[src/tcsam_pkg.sv]
// shared types and constants for the type-c source attach monitor
// no dependencies; used by the decision logic and the top level
package tcsam_pkg;

   localparam int unsigned LevelW = 2;
   localparam int unsigned ModeW = 2;

   typedef enum logic [2:0] {
      ST_INIT         = 3'd0,
      ST_DETACHED     = 3'd1,
      ST_DEVICE       = 3'd2,
      ST_CABLE        = 3'd3,
      ST_CABLE_DEVICE = 3'd4,
      ST_UNKNOWN      = 3'd5
   } link_state_type;

   typedef enum logic [1:0] {
      SIDE_NONE = 2'd0,
      SIDE_CC1  = 2'd1,
      SIDE_CC2  = 2'd2
   } cc_side_type;

   typedef enum logic [ModeW-1:0] {
      MODE_DEFAULT = 2'd0,
      MODE_1A5     = 2'd1,
      MODE_3A      = 2'd2
   } current_mode_type;

   localparam logic [LevelW-1:0] LVL_BELOW_200  = 2'd0;
   localparam logic [LevelW-1:0] LVL_BELOW_660  = 2'd1;
   localparam logic [LevelW-1:0] LVL_BELOW_1230 = 2'd2;
   localparam logic [LevelW-1:0] LVL_ABOVE_1230 = 2'd3;

   typedef struct packed {
      logic              comp_change_irq;
      logic              level_change_irq;
      logic              comp_level;
      logic [LevelW-1:0] level_cc1;
      logic [LevelW-1:0] level_cc2;
      logic              emarker_present;
   } tick_type;

   typedef struct packed {
      logic [2:0] attach_state;
      logic [1:0] orientation;
      logic       state_changed;
      logic       device_attached;
      logic       cable_attached;
      logic [1:0] pullup_enables;
      logic [1:0] vconn_enables;
      logic [1:0] measure_select;
      logic [1:0] bmc_tx_enables;
   } status_type;

endpackage

[src/tcsam_if.sv]
// valid/ready channel interfaces for the attach monitor's tick and status words
// no dependencies
interface tcsam_req_if;
   logic       valid;
   logic       ready;
   logic       comp_change_irq;
   logic       level_change_irq;
   logic       comp_level;
   logic [1:0] level_cc1;
   logic [1:0] level_cc2;
   logic       emarker_present;

   modport source (output valid, output comp_change_irq, output level_change_irq,
                   output comp_level, output level_cc1, output level_cc2,
                   output emarker_present, input ready);
   modport sink (input valid, input comp_change_irq, input level_change_irq,
                 input comp_level, input level_cc1, input level_cc2,
                 input emarker_present, output ready);
endinterface

interface tcsam_rsp_if;
   logic       valid;
   logic       ready;
   logic [2:0] attach_state;
   logic [1:0] orientation;
   logic       state_changed;
   logic       device_attached;
   logic       cable_attached;
   logic [1:0] pullup_enables;
   logic [1:0] vconn_enables;
   logic [1:0] measure_select;
   logic [1:0] bmc_tx_enables;

   modport source (output valid, output attach_state, output orientation,
                   output state_changed, output device_attached, output cable_attached,
                   output pullup_enables, output vconn_enables, output measure_select,
                   output bmc_tx_enables, input ready);
   modport sink (input valid, input attach_state, input orientation,
                 input state_changed, input device_attached, input cable_attached,
                 input pullup_enables, input vconn_enables, input measure_select,
                 input bmc_tx_enables, output ready);
endinterface

[src/typec_source_attach_monitor.sv]
// USB Type-C source attach monitor, top level: input word register, state and status register
// depends on tcsam_pkg, tcsam_if and tcsam_decide
//
// Takes one tick word (interrupt flags, comparator level, CC1/CC2 BC level codes, e-marker
// answer) per handshake and returns exactly one status word for it: attach state,
// orientation, change flag and the CC switch enables. A word is accepted every cycle while
// the status side keeps taking. The status word is registered: the tick is held in the input
// register, then the status register is written together with the attach state once the
// status side is free. The current_mode register is written through csr_we/csr_wdata and
// should only change while no tick is in flight. Attach state resets to init with unknown
// orientation.
module typec_source_attach_monitor (
   input  logic                        clock,
   input  logic                        reset,
   input  logic                        csr_we,
   input  logic [tcsam_pkg::ModeW-1:0] csr_wdata,
   tcsam_req_if.sink                   req_chan,
   tcsam_rsp_if.source                 rsp_chan
);
   import tcsam_pkg::*;

   logic [ModeW-1:0] mode_ff;
   logic             in_valid_ff, in_valid_in;
   tick_type         tick_ff;
   logic             rsp_valid_ff, rsp_valid_in;
   status_type       status_ff;
   link_state_type   state_ff, state_in;
   cc_side_type      side_ff, side_in;
   status_type       status_in;
   logic             out_free, advance, take;

   assign out_free = !rsp_valid_ff || rsp_chan.ready;
   assign advance  = in_valid_ff && out_free;
   assign req_chan.ready = !in_valid_ff || out_free;
   assign take     = req_chan.valid && req_chan.ready;

   assign in_valid_in  = take || (in_valid_ff && !advance);
   assign rsp_valid_in = advance || (rsp_valid_ff && !rsp_chan.ready);

   tcsam_decide u_decide (
      .tick      (tick_ff),
      .state_cur (state_ff),
      .side_cur  (side_ff),
      .mode      (mode_ff),
      .state_nxt (state_in),
      .side_nxt  (side_in),
      .status    (status_in)
   );

   always_ff @(posedge clock) begin
      if (reset) begin
         mode_ff      <= MODE_DEFAULT;
         in_valid_ff  <= 1'b0;
         rsp_valid_ff <= 1'b0;
         state_ff     <= ST_INIT;
         side_ff      <= SIDE_NONE;
      end else begin
         if (csr_we) begin
            mode_ff <= csr_wdata;
         end
         in_valid_ff  <= in_valid_in;
         rsp_valid_ff <= rsp_valid_in;
         if (advance) begin
            state_ff <= state_in;
            side_ff  <= side_in;
         end
      end
   end

   always_ff @(posedge clock) begin
      if (take) begin
         tick_ff.comp_change_irq  <= req_chan.comp_change_irq;
         tick_ff.level_change_irq <= req_chan.level_change_irq;
         tick_ff.comp_level       <= req_chan.comp_level;
         tick_ff.level_cc1        <= req_chan.level_cc1;
         tick_ff.level_cc2        <= req_chan.level_cc2;
         tick_ff.emarker_present  <= req_chan.emarker_present;
      end
      if (advance) begin
         status_ff <= status_in;
      end
   end

   assign rsp_chan.valid           = rsp_valid_ff;
   assign rsp_chan.attach_state    = status_ff.attach_state;
   assign rsp_chan.orientation     = status_ff.orientation;
   assign rsp_chan.state_changed   = status_ff.state_changed;
   assign rsp_chan.device_attached = status_ff.device_attached;
   assign rsp_chan.cable_attached  = status_ff.cable_attached;
   assign rsp_chan.pullup_enables  = status_ff.pullup_enables;
   assign rsp_chan.vconn_enables   = status_ff.vconn_enables;
   assign rsp_chan.measure_select  = status_ff.measure_select;
   assign rsp_chan.bmc_tx_enables  = status_ff.bmc_tx_enables;

endmodule

[src/tcsam_decide.sv]
// attach decision for one tick: comparator, cable and discovery rules, switch enables
// depends on tcsam_pkg
module tcsam_decide (
   input  tcsam_pkg::tick_type         tick,
   input  tcsam_pkg::link_state_type   state_cur,
   input  tcsam_pkg::cc_side_type      side_cur,
   input  logic [tcsam_pkg::ModeW-1:0] mode,
   output tcsam_pkg::link_state_type   state_nxt,
   output tcsam_pkg::cc_side_type      side_nxt,
   output tcsam_pkg::status_type       status
);
   import tcsam_pkg::*;

   logic [LevelW-1:0] rd, ra, ra_alt;
   logic              c1_rd, c2_rd, c1_nc, c2_nc, c1_ra, c2_ra;
   logic              prev_active, now_cable, sided;
   link_state_type    disc_state, st;
   cc_side_type       disc_side, sd;

   // expected level codes at the advertised current; unused mode acts as default
   always_comb begin
      case (mode)
         MODE_1A5: begin
            rd = LVL_BELOW_1230; ra = LVL_BELOW_200; ra_alt = LVL_BELOW_660;
         end
         MODE_3A: begin
            rd = LVL_ABOVE_1230; ra = LVL_BELOW_660; ra_alt = LVL_BELOW_660;
         end
         default: begin
            rd = LVL_BELOW_660; ra = LVL_BELOW_200; ra_alt = LVL_BELOW_200;
         end
      endcase
   end

   assign c1_rd = tick.level_cc1 == rd;
   assign c2_rd = tick.level_cc2 == rd;
   assign c1_nc = tick.level_cc1 == LVL_ABOVE_1230;
   assign c2_nc = tick.level_cc2 == LVL_ABOVE_1230;
   assign c1_ra = (tick.level_cc1 == ra) || (tick.level_cc1 == ra_alt);
   assign c2_ra = (tick.level_cc2 == ra) || (tick.level_cc2 == ra_alt);

   // priority order: device, cable plus device, cable only
   always_comb begin
      if (c1_rd && c2_nc) begin
         disc_side = SIDE_CC1; disc_state = ST_DEVICE;
      end else if (c2_rd && c1_nc) begin
         disc_side = SIDE_CC2; disc_state = ST_DEVICE;
      end else if (c1_rd && c2_ra) begin
         disc_side = SIDE_CC1; disc_state = ST_CABLE_DEVICE;
      end else if (c2_rd && c1_ra) begin
         disc_side = SIDE_CC2; disc_state = ST_CABLE_DEVICE;
      end else if (c1_nc && c2_ra) begin
         disc_side = SIDE_CC1; disc_state = ST_CABLE;
      end else if (c2_nc && c1_ra) begin
         disc_side = SIDE_CC2; disc_state = ST_CABLE;
      end else begin
         disc_side = SIDE_NONE; disc_state = ST_UNKNOWN;
      end
   end

   assign prev_active = (state_cur == ST_CABLE) || (state_cur == ST_CABLE_DEVICE);

   always_comb begin
      st = state_cur;
      sd = side_cur;
      if (tick.comp_change_irq || tick.level_change_irq || state_cur == ST_INIT) begin
         if (tick.comp_level) begin
            if (prev_active) begin
               st = ST_CABLE;
            end else begin
               st = ST_DETACHED; sd = SIDE_NONE;
            end
         end else if (prev_active) begin
            st = ST_CABLE_DEVICE;
         end else begin
            st = disc_state; sd = disc_side;
         end
      end
      // an active cable that stops answering the ping is gone
      if (prev_active && !tick.emarker_present) begin
         st = ST_DETACHED; sd = SIDE_NONE;
      end
   end

   assign state_nxt = st;
   assign side_nxt  = sd;
   assign now_cable = (st == ST_CABLE) || (st == ST_CABLE_DEVICE);
   assign sided     = (sd == SIDE_CC1) || (sd == SIDE_CC2);

   always_comb begin
      status.attach_state    = st;
      status.orientation     = sd;
      status.state_changed   = st != state_cur;
      status.device_attached = (st == ST_DEVICE) || (st == ST_CABLE_DEVICE);
      status.cable_attached  = now_cable;
      status.pullup_enables  = 2'b11;
      status.vconn_enables   = 2'b00;
      status.measure_select  = 2'b01;
      status.bmc_tx_enables  = 2'b00;
      if (st == ST_DEVICE && sided) begin
         status.pullup_enables = sd;
         status.measure_select = sd;
      end else if (now_cable && sided) begin
         status.pullup_enables = sd;
         status.measure_select = sd;
         status.bmc_tx_enables = sd;
         status.vconn_enables  = ~sd;
      end
   end

endmodule
[src/flat_wrapper.sv]
// flat-port wrapper written by rule: the top's interface ports become plain ports
module typec_source_attach_monitor_flat import tcsam_pkg::*;
  (clock, reset, csr_we, csr_wdata, req_chan_valid, req_chan_comp_change_irq, req_chan_level_change_irq, req_chan_comp_level, req_chan_level_cc1, req_chan_level_cc2, req_chan_emarker_present, req_chan_ready, rsp_chan_valid, rsp_chan_attach_state, rsp_chan_orientation, rsp_chan_state_changed, rsp_chan_device_attached, rsp_chan_cable_attached, rsp_chan_pullup_enables, rsp_chan_vconn_enables, rsp_chan_measure_select, rsp_chan_bmc_tx_enables, rsp_chan_ready);
  tcsam_req_if req_chan_i ();
  tcsam_rsp_if rsp_chan_i ();
  input  logic clock;
  input  logic reset;
  input  logic csr_we;
  input  logic [tcsam_pkg::ModeW-1:0] csr_wdata;
  input wire logic [$bits(req_chan_i.valid)-1:0] req_chan_valid;
  input wire logic [$bits(req_chan_i.comp_change_irq)-1:0] req_chan_comp_change_irq;
  input wire logic [$bits(req_chan_i.level_change_irq)-1:0] req_chan_level_change_irq;
  input wire logic [$bits(req_chan_i.comp_level)-1:0] req_chan_comp_level;
  input wire logic [$bits(req_chan_i.level_cc1)-1:0] req_chan_level_cc1;
  input wire logic [$bits(req_chan_i.level_cc2)-1:0] req_chan_level_cc2;
  input wire logic [$bits(req_chan_i.emarker_present)-1:0] req_chan_emarker_present;
  output wire logic [$bits(req_chan_i.ready)-1:0] req_chan_ready;
  output wire logic [$bits(rsp_chan_i.valid)-1:0] rsp_chan_valid;
  output wire logic [$bits(rsp_chan_i.attach_state)-1:0] rsp_chan_attach_state;
  output wire logic [$bits(rsp_chan_i.orientation)-1:0] rsp_chan_orientation;
  output wire logic [$bits(rsp_chan_i.state_changed)-1:0] rsp_chan_state_changed;
  output wire logic [$bits(rsp_chan_i.device_attached)-1:0] rsp_chan_device_attached;
  output wire logic [$bits(rsp_chan_i.cable_attached)-1:0] rsp_chan_cable_attached;
  output wire logic [$bits(rsp_chan_i.pullup_enables)-1:0] rsp_chan_pullup_enables;
  output wire logic [$bits(rsp_chan_i.vconn_enables)-1:0] rsp_chan_vconn_enables;
  output wire logic [$bits(rsp_chan_i.measure_select)-1:0] rsp_chan_measure_select;
  output wire logic [$bits(rsp_chan_i.bmc_tx_enables)-1:0] rsp_chan_bmc_tx_enables;
  input wire logic [$bits(rsp_chan_i.ready)-1:0] rsp_chan_ready;
  assign req_chan_i.valid = req_chan_valid;
  assign req_chan_i.comp_change_irq = req_chan_comp_change_irq;
  assign req_chan_i.level_change_irq = req_chan_level_change_irq;
  assign req_chan_i.comp_level = req_chan_comp_level;
  assign req_chan_i.level_cc1 = req_chan_level_cc1;
  assign req_chan_i.level_cc2 = req_chan_level_cc2;
  assign req_chan_i.emarker_present = req_chan_emarker_present;
  assign req_chan_ready = req_chan_i.ready;
  assign rsp_chan_valid = rsp_chan_i.valid;
  assign rsp_chan_attach_state = rsp_chan_i.attach_state;
  assign rsp_chan_orientation = rsp_chan_i.orientation;
  assign rsp_chan_state_changed = rsp_chan_i.state_changed;
  assign rsp_chan_device_attached = rsp_chan_i.device_attached;
  assign rsp_chan_cable_attached = rsp_chan_i.cable_attached;
  assign rsp_chan_pullup_enables = rsp_chan_i.pullup_enables;
  assign rsp_chan_vconn_enables = rsp_chan_i.vconn_enables;
  assign rsp_chan_measure_select = rsp_chan_i.measure_select;
  assign rsp_chan_bmc_tx_enables = rsp_chan_i.bmc_tx_enables;
  assign rsp_chan_i.ready = rsp_chan_ready;
  typec_source_attach_monitor u_core (.clock(clock), .reset(reset), .csr_we(csr_we), .csr_wdata(csr_wdata), .req_chan(req_chan_i), .rsp_chan(rsp_chan_i));
endmodule
[config.mk]
export PLATFORM = sky130hd
export DESIGN_NAME = typec_source_attach_monitor_flat
export DESIGN_NICKNAME = d
export VERILOG_FILES = /design/src/tcsam_pkg.sv /design/src/tcsam_if.sv /design/src/typec_source_attach_monitor.sv /design/src/tcsam_decide.sv /design/src/flat_wrapper.sv
export SDC_FILE = /design/constraint.sdc
export NUM_CORES = 1
export LEC_CHECK = 0
export ABC_AREA = 1
export BUFFER_PORTS_ARGS = -buffer_cell sky130_fd_sc_hd__buf_4
export CAP_MARGIN = 20
export CORE_MARGIN = 1.5
export CORE_UTILIZATION = 35
export CTS_CLUSTER_DIAMETER = 200
export CTS_CLUSTER_SIZE = 16
export DETAILED_ROUTE_END_ITERATION = 16
export SLEW_MARGIN = 5
export SYNTH_ARGS = -nofsm -noshare
export SYNTH_HDL_FRONTEND = slang
export SYNTH_SLANG_ARGS = --single-unit
[constraint.sdc]
create_clock -name clock -period 3.7 [get_ports clock]
set_input_delay 0.74 -clock clock [delete_from_list [all_inputs] [get_ports clock]]
set_output_delay 0.74 -clock clock [all_outputs]
set_load 0.05 [all_outputs]
==> After elaboration in Yosys (flattened, before gate mapping) <==
Cells that the tools add are included.
{ "word_totals": {"inputBits": 15, "reg_bits": 33, "out_inout_bits": 18, "wordCells": 101} }
{ "classes": {"n_bitwise": 2, "reduce_logical": 33, "eq_ne": 18, "muxes": 28} }
{ "op_table": {"columns": ["cell", "count"], "rows": [
  ["$mux 3", 10],
  ["$mux 2", 14],
  ["$logic_and 1x1->1", 13],
  ["$eq 2x2->1", 6],
  ["$logic_or 1x1->1", 12],
  ["$eq 3x2->1 const B", 3],
  ["$eq 2x2->1 const B", 4],
  ["$mux 8", 1],
  ["$eq 3x3->1 const B", 2],
  ["$logic_not 1->1", 5],
  ["$eq 2x1->1 const B", 2],
  ["$pmux 2 s2", 1],
  ["$reduce_or 2->1", 2],
  ["$logic_not 3->1", 1],
  ["$ne 3x3->1", 1],
  ["$mux 1", 2],
  ["$not 2->2", 1],
  ["$not 1->1", 1]
]} }

==> Longest topological paths before layout <==
{ "depth": {"depth_word": 21, "depth_mapped": 19, "mapped_depth_nobuf": 19} }

==> Cells and area by module <==
From an unflattened synthesis, not the netlist that was laid out.
{ "hier_totals": {"hier_cells": 210, "area_unflattened_um2": 1809.2} }
{ "modules_own_cells": {"columns": ["mod", "cells_each", "n_inst", "seq_area_each_um2", "area_per_inst_um2"], "rows": [
  ["typec_source_attach_monitor", 78, 1, 900.9, 1129.8],
  ["tcsam_decide", 132, 1, 0.0, 679.4]
]} }

==> Worst setup path before layout <==
Ideal clock, no wire load.
{ "synth_timing": {"kind": "reg2reg", "start": "reg u_core.mode_ff[0]", "end": "reg u_core.status_ff, in the netlist u_core.rsp_chan.state_changed, data pin", "slack_ns": 1.714, "period_less_slack_ns": 1.986, "path_stages_with_launch": 18, "setup_ns": 0.257, "arrival_time_ns": 1.729, "path_buffers": 0, "required_ns": 3.443, "path_cell_list": "dfxtp_1 -> inv_1 -> ha_1 -> inv_2 -> nand2_1 -> nand2_1 -> nand2_1 -> nor2_1 -> nor2_2 -> nand2_1 -> nand2_1 -> nand2_1 -> nand2_1 -> nand2_1 -> nand2_1 -> nand2_1 -> xor2_1 -> nand2_1"} }
{ "synth_rtl": {"columns": ["element", "line_no", "text"], "rows": [
  ["start: declaration", "typec_source_attach_monitor.sv:22", "logic [ModeW-1:0] mode_ff;"],
  ["start signal: assignment", "typec_source_attach_monitor.sv:59", "mode_ff <= csr_wdata;"],
  ["end signal: assignment", "typec_source_attach_monitor.sv:80", "status_ff <= status_in;"],
  ["end: declaration", "typec_source_attach_monitor.sv:26", "status_type status_ff;"]
]} }

==> metrics.cfg <==
[cts]
h-tree-depth=2
cts_buffers=5
cts_resized=0
holdBufCountCts=0
cts_sinks=32
post-cts-setup-buffers=0
cts_max_path_buffers=2
cts_root_buffer=clkbuf_8
cts_tree=yes
clkTransAtPathRegs_ps=70
insertion_delay_ps=280

[sta]
layout_setup_ws_ps=1520
tightest_slew_ps=689
finalHoldViolations=0
fin_tns_setup_ps=0
max_freq_mhz=458
rsz0062_at_grt=no
min_period_ps=2180
setup_viol=0
finalCritPeriodShare_pct=59.0
relSlewSlack_pct=53.8
finalClockSkew_ps=6.32
slew_viol_final=0

[synthesis]
avgSynthCellArea_um2=8.72
synth_compound_gate_area_share_pct=8.78
synthAdderAreaFrac_pct=1.57
ys.flop_type=edfxtp_1
synthCells=183
yosys-top-cells-count=nand2_1 (43), inv_1 (33), edfxtp_1 (23)
synth-seq-area-share_pct=54.6
synth_top_area_cell=edfxtp_1
yosysWarnings=0
synth_xor_area_share_pct=0.549
synth.distinct_cells=22
synthArstFlopShare_pct=0
synth.most_common_cell=nand2_1
syn_area_um2=1600
synth_simple_gate_area_share_pct=25.3
synthesis.nets=200
ys_seq_elements=32
yosys.area.top_type_share_pct=43.3
synth_mux_area_share_pct=0
synth_area_leaders=edfxtp_1 (43%), dfxtp_1 (11%), nand2_1 (10%), inv_1 (7.8%), a21oi_1 (3.8%)
synth_top_family_by_area=simple AND/OR/NAND/NOR gates
synth_edf_count=23

[run_status]
status=finished, final reports clean

[place]
dp_hpwl_mm=1.97
dp_cells=266
place.gp.congestion=0.827
portBuffers=32
dpl_worst_slack_ps=1470

[floorplan]
dieHeight_um=70.5
die_width_um=70.5
design.die.area_um2=4970
core_area_um2=4380
initial_core_util_pct=36.4
io_pins=33
rows=24

[grt]
grt_overflow_total=0
grt_max_degree=24
grt_pass1_vias=1059
grt.busiest_layer=met2
use_met1_pct=14.0
grt_usage_pct=11.3
grtUsageMet2_pct=17.3
grtUsageMet3_pct=3.61
antenna_found_initial=0
grt_pass1_wl_mm=4.40

[setup_path]
critPathCaptureType=register
reg2reg_depth=18
critPathRequiredTime_ps=3740
worstPathMaxFanout=5
r2r_end=u_core.rsp_chan.state_changed
worstPathArrival_ps=2220
rrSetupSlack_ps=1520
r2r-start=u_core.mode_ff[0]
critPathLaunchType=register
crit_type=reg -> reg

[route]
drt_pass1_iterations=4
viasPerCell=4.46
wl_mm=2.60
avgRoutedWirePerCell_um=9.49
dr_total_vias=1222
drc=0
drtIter0Drc=62
drtAntennaViolNets=0

[worst_hold_path]
whs_endpoint=u_core.rsp_chan.valid
whs_path_depth=2
worstHoldStart=u_core.in_valid_ff
hold_path.class=reg -> reg

[power]
p_leak_nw=0.959
finalPower_w=0.000881
ir_drop_mv=0.240
power_density_nw_per_um2=443

[finish]
fin_cells=274
n_antenna_cell=0
fillers=445
num-nets-final=238
drive_above_1_share_pct=27.5
syn2layout_area_growth_pct=24.5

[job]
maxCapViolCount=0

==> cell usage in the layout, fill, tap and decap left out <==
cell and n:
a21oi_1 12, a22o_1 1, buf_4 32, clkbuf_1 1, clkbuf_8 6, clkinv_1 1
clkinvlp_4 1, dfxtp_1 9, edfxtp_1 23, ha_1 2, inv_1 33, inv_2 3
nand2_1 43, nand2_2 7, nand2_4 1, nand3_1 9, nand3_2 4, nand3b_1 1
nand4_1 2, nor2_1 12, nor2_2 6, o21ai_0 8, o21ai_1 3, o21ai_4 1
xor2_1 1
==> worst max path at each step <==
stage	start	end	depth (start not counted)
5_1_grt	u_core.mode_ff[0]	u_core.rsp_chan.state_changed	18
3_3_place_gp	rsp_chan_ready	u_core.state_ff[1]	7
6_report	u_core.mode_ff[0]	u_core.rsp_chan.state_changed	18
2_1_floorplan	u_core.mode_ff[0]	u_core.rsp_chan.state_changed	17
3_5_place_dp	rsp_chan_ready	u_core.side_ff[1]	7
4_1_cts	u_core.mode_ff[0]	u_core.rsp_chan.state_changed	18
==> metal layers <==
metal	part of all wire [%]	wire [um]	up-vias
met5	0	0	-
met4	2.2	57	0
met3	6.7	173	5
met2	44	1140	42
met1	47	1230	512
li1	-	-	663
==> logic make-up after synthesis <==
| kind of cell | Yosys count |
|---|---|
| AND/OR/NAND/NOR | 85 |
| buffers and inverters | 38 |
| flip-flops | 32 |
| AO/OA/AOI/OAI | 25 |
| adder cells (fa/ha/maj) | 2 |
| XOR/XNOR | 1 |
==> area by class of cell <==
type                    count  area (um^2)  share of cell area [%]
well taps                  52         65.1                    3.27
clock inverters             1         7.51                   0.378
multi-input cells         113          578                    29.1
repair buffers             32          240                    12.1
inverters                  37          139                    6.99
clock buffers               7         86.3                    4.35
flip-flops and latches     32          871                    43.8
==> power breakdown <==
part | internal, W | switching, W | total (W)
Sequential | 0.000411 | 0.0000110 | 0.000422
Combinational | 0.0000611 | 0.000125 | 0.000186
Clock | 0.000151 | 0.000123 | 0.000274
==> stage by stage <==
| stage | cell area [um^2] | util, % | hold slack, ps |
|---|---|---|---|
| after floorplan | 1600 | - | 437 |
| after global placement | 1890 | 43.2 | 459 |
| after detailed placement | 1890 | 43.2 | 458 |
| after CTS | 1990 | 45.3 | 468 |
| after global routing | 1990 | 45.3 | 499 |
| final | 1990 | 45.3 | 467 |
==> state kept, by name, summed over array words and instances (netlist names) <==
register / cells
u_core.rsp_chan.device_attached: 1
u_core.rsp_chan.orientation: 2
u_core.state_ff: 3
u_core.rsp_chan.cable_attached: 1
u_core.side_ff: 2
u_core.rsp_chan.measure_select: 2
u_core.rsp_chan.bmc_tx_enables: 2
u_core.rsp_chan.vconn_enables: 2
u_core.rsp_chan.pullup_enables: 1
u_core.mode_ff: 2
u_core.rsp_chan.valid: 1
u_core.rsp_chan.attach_state: 3
u_core.in_valid_ff: 1
u_core.rsp_chan.state_changed: 1
u_core.tick_ff: 8
==> worst max-delay path, stage by stage, from the launching register on <==
cell	delay, ps
dfxtp_1	340
inv_1	60
ha_1	360
inv_2	110
nand2_1	50
nand2_1	80
nand2_1	70
nor2_1	130
nor2_2	50
nand3_1	60
nand2_1	50
nand2_1	130
nand2_2	100
nand2_1	70
nand2_1	40
inv_1	40
nand2_1	40
nor2_1	90
nand2_1	60
Power figures use the tool's default switching activity.
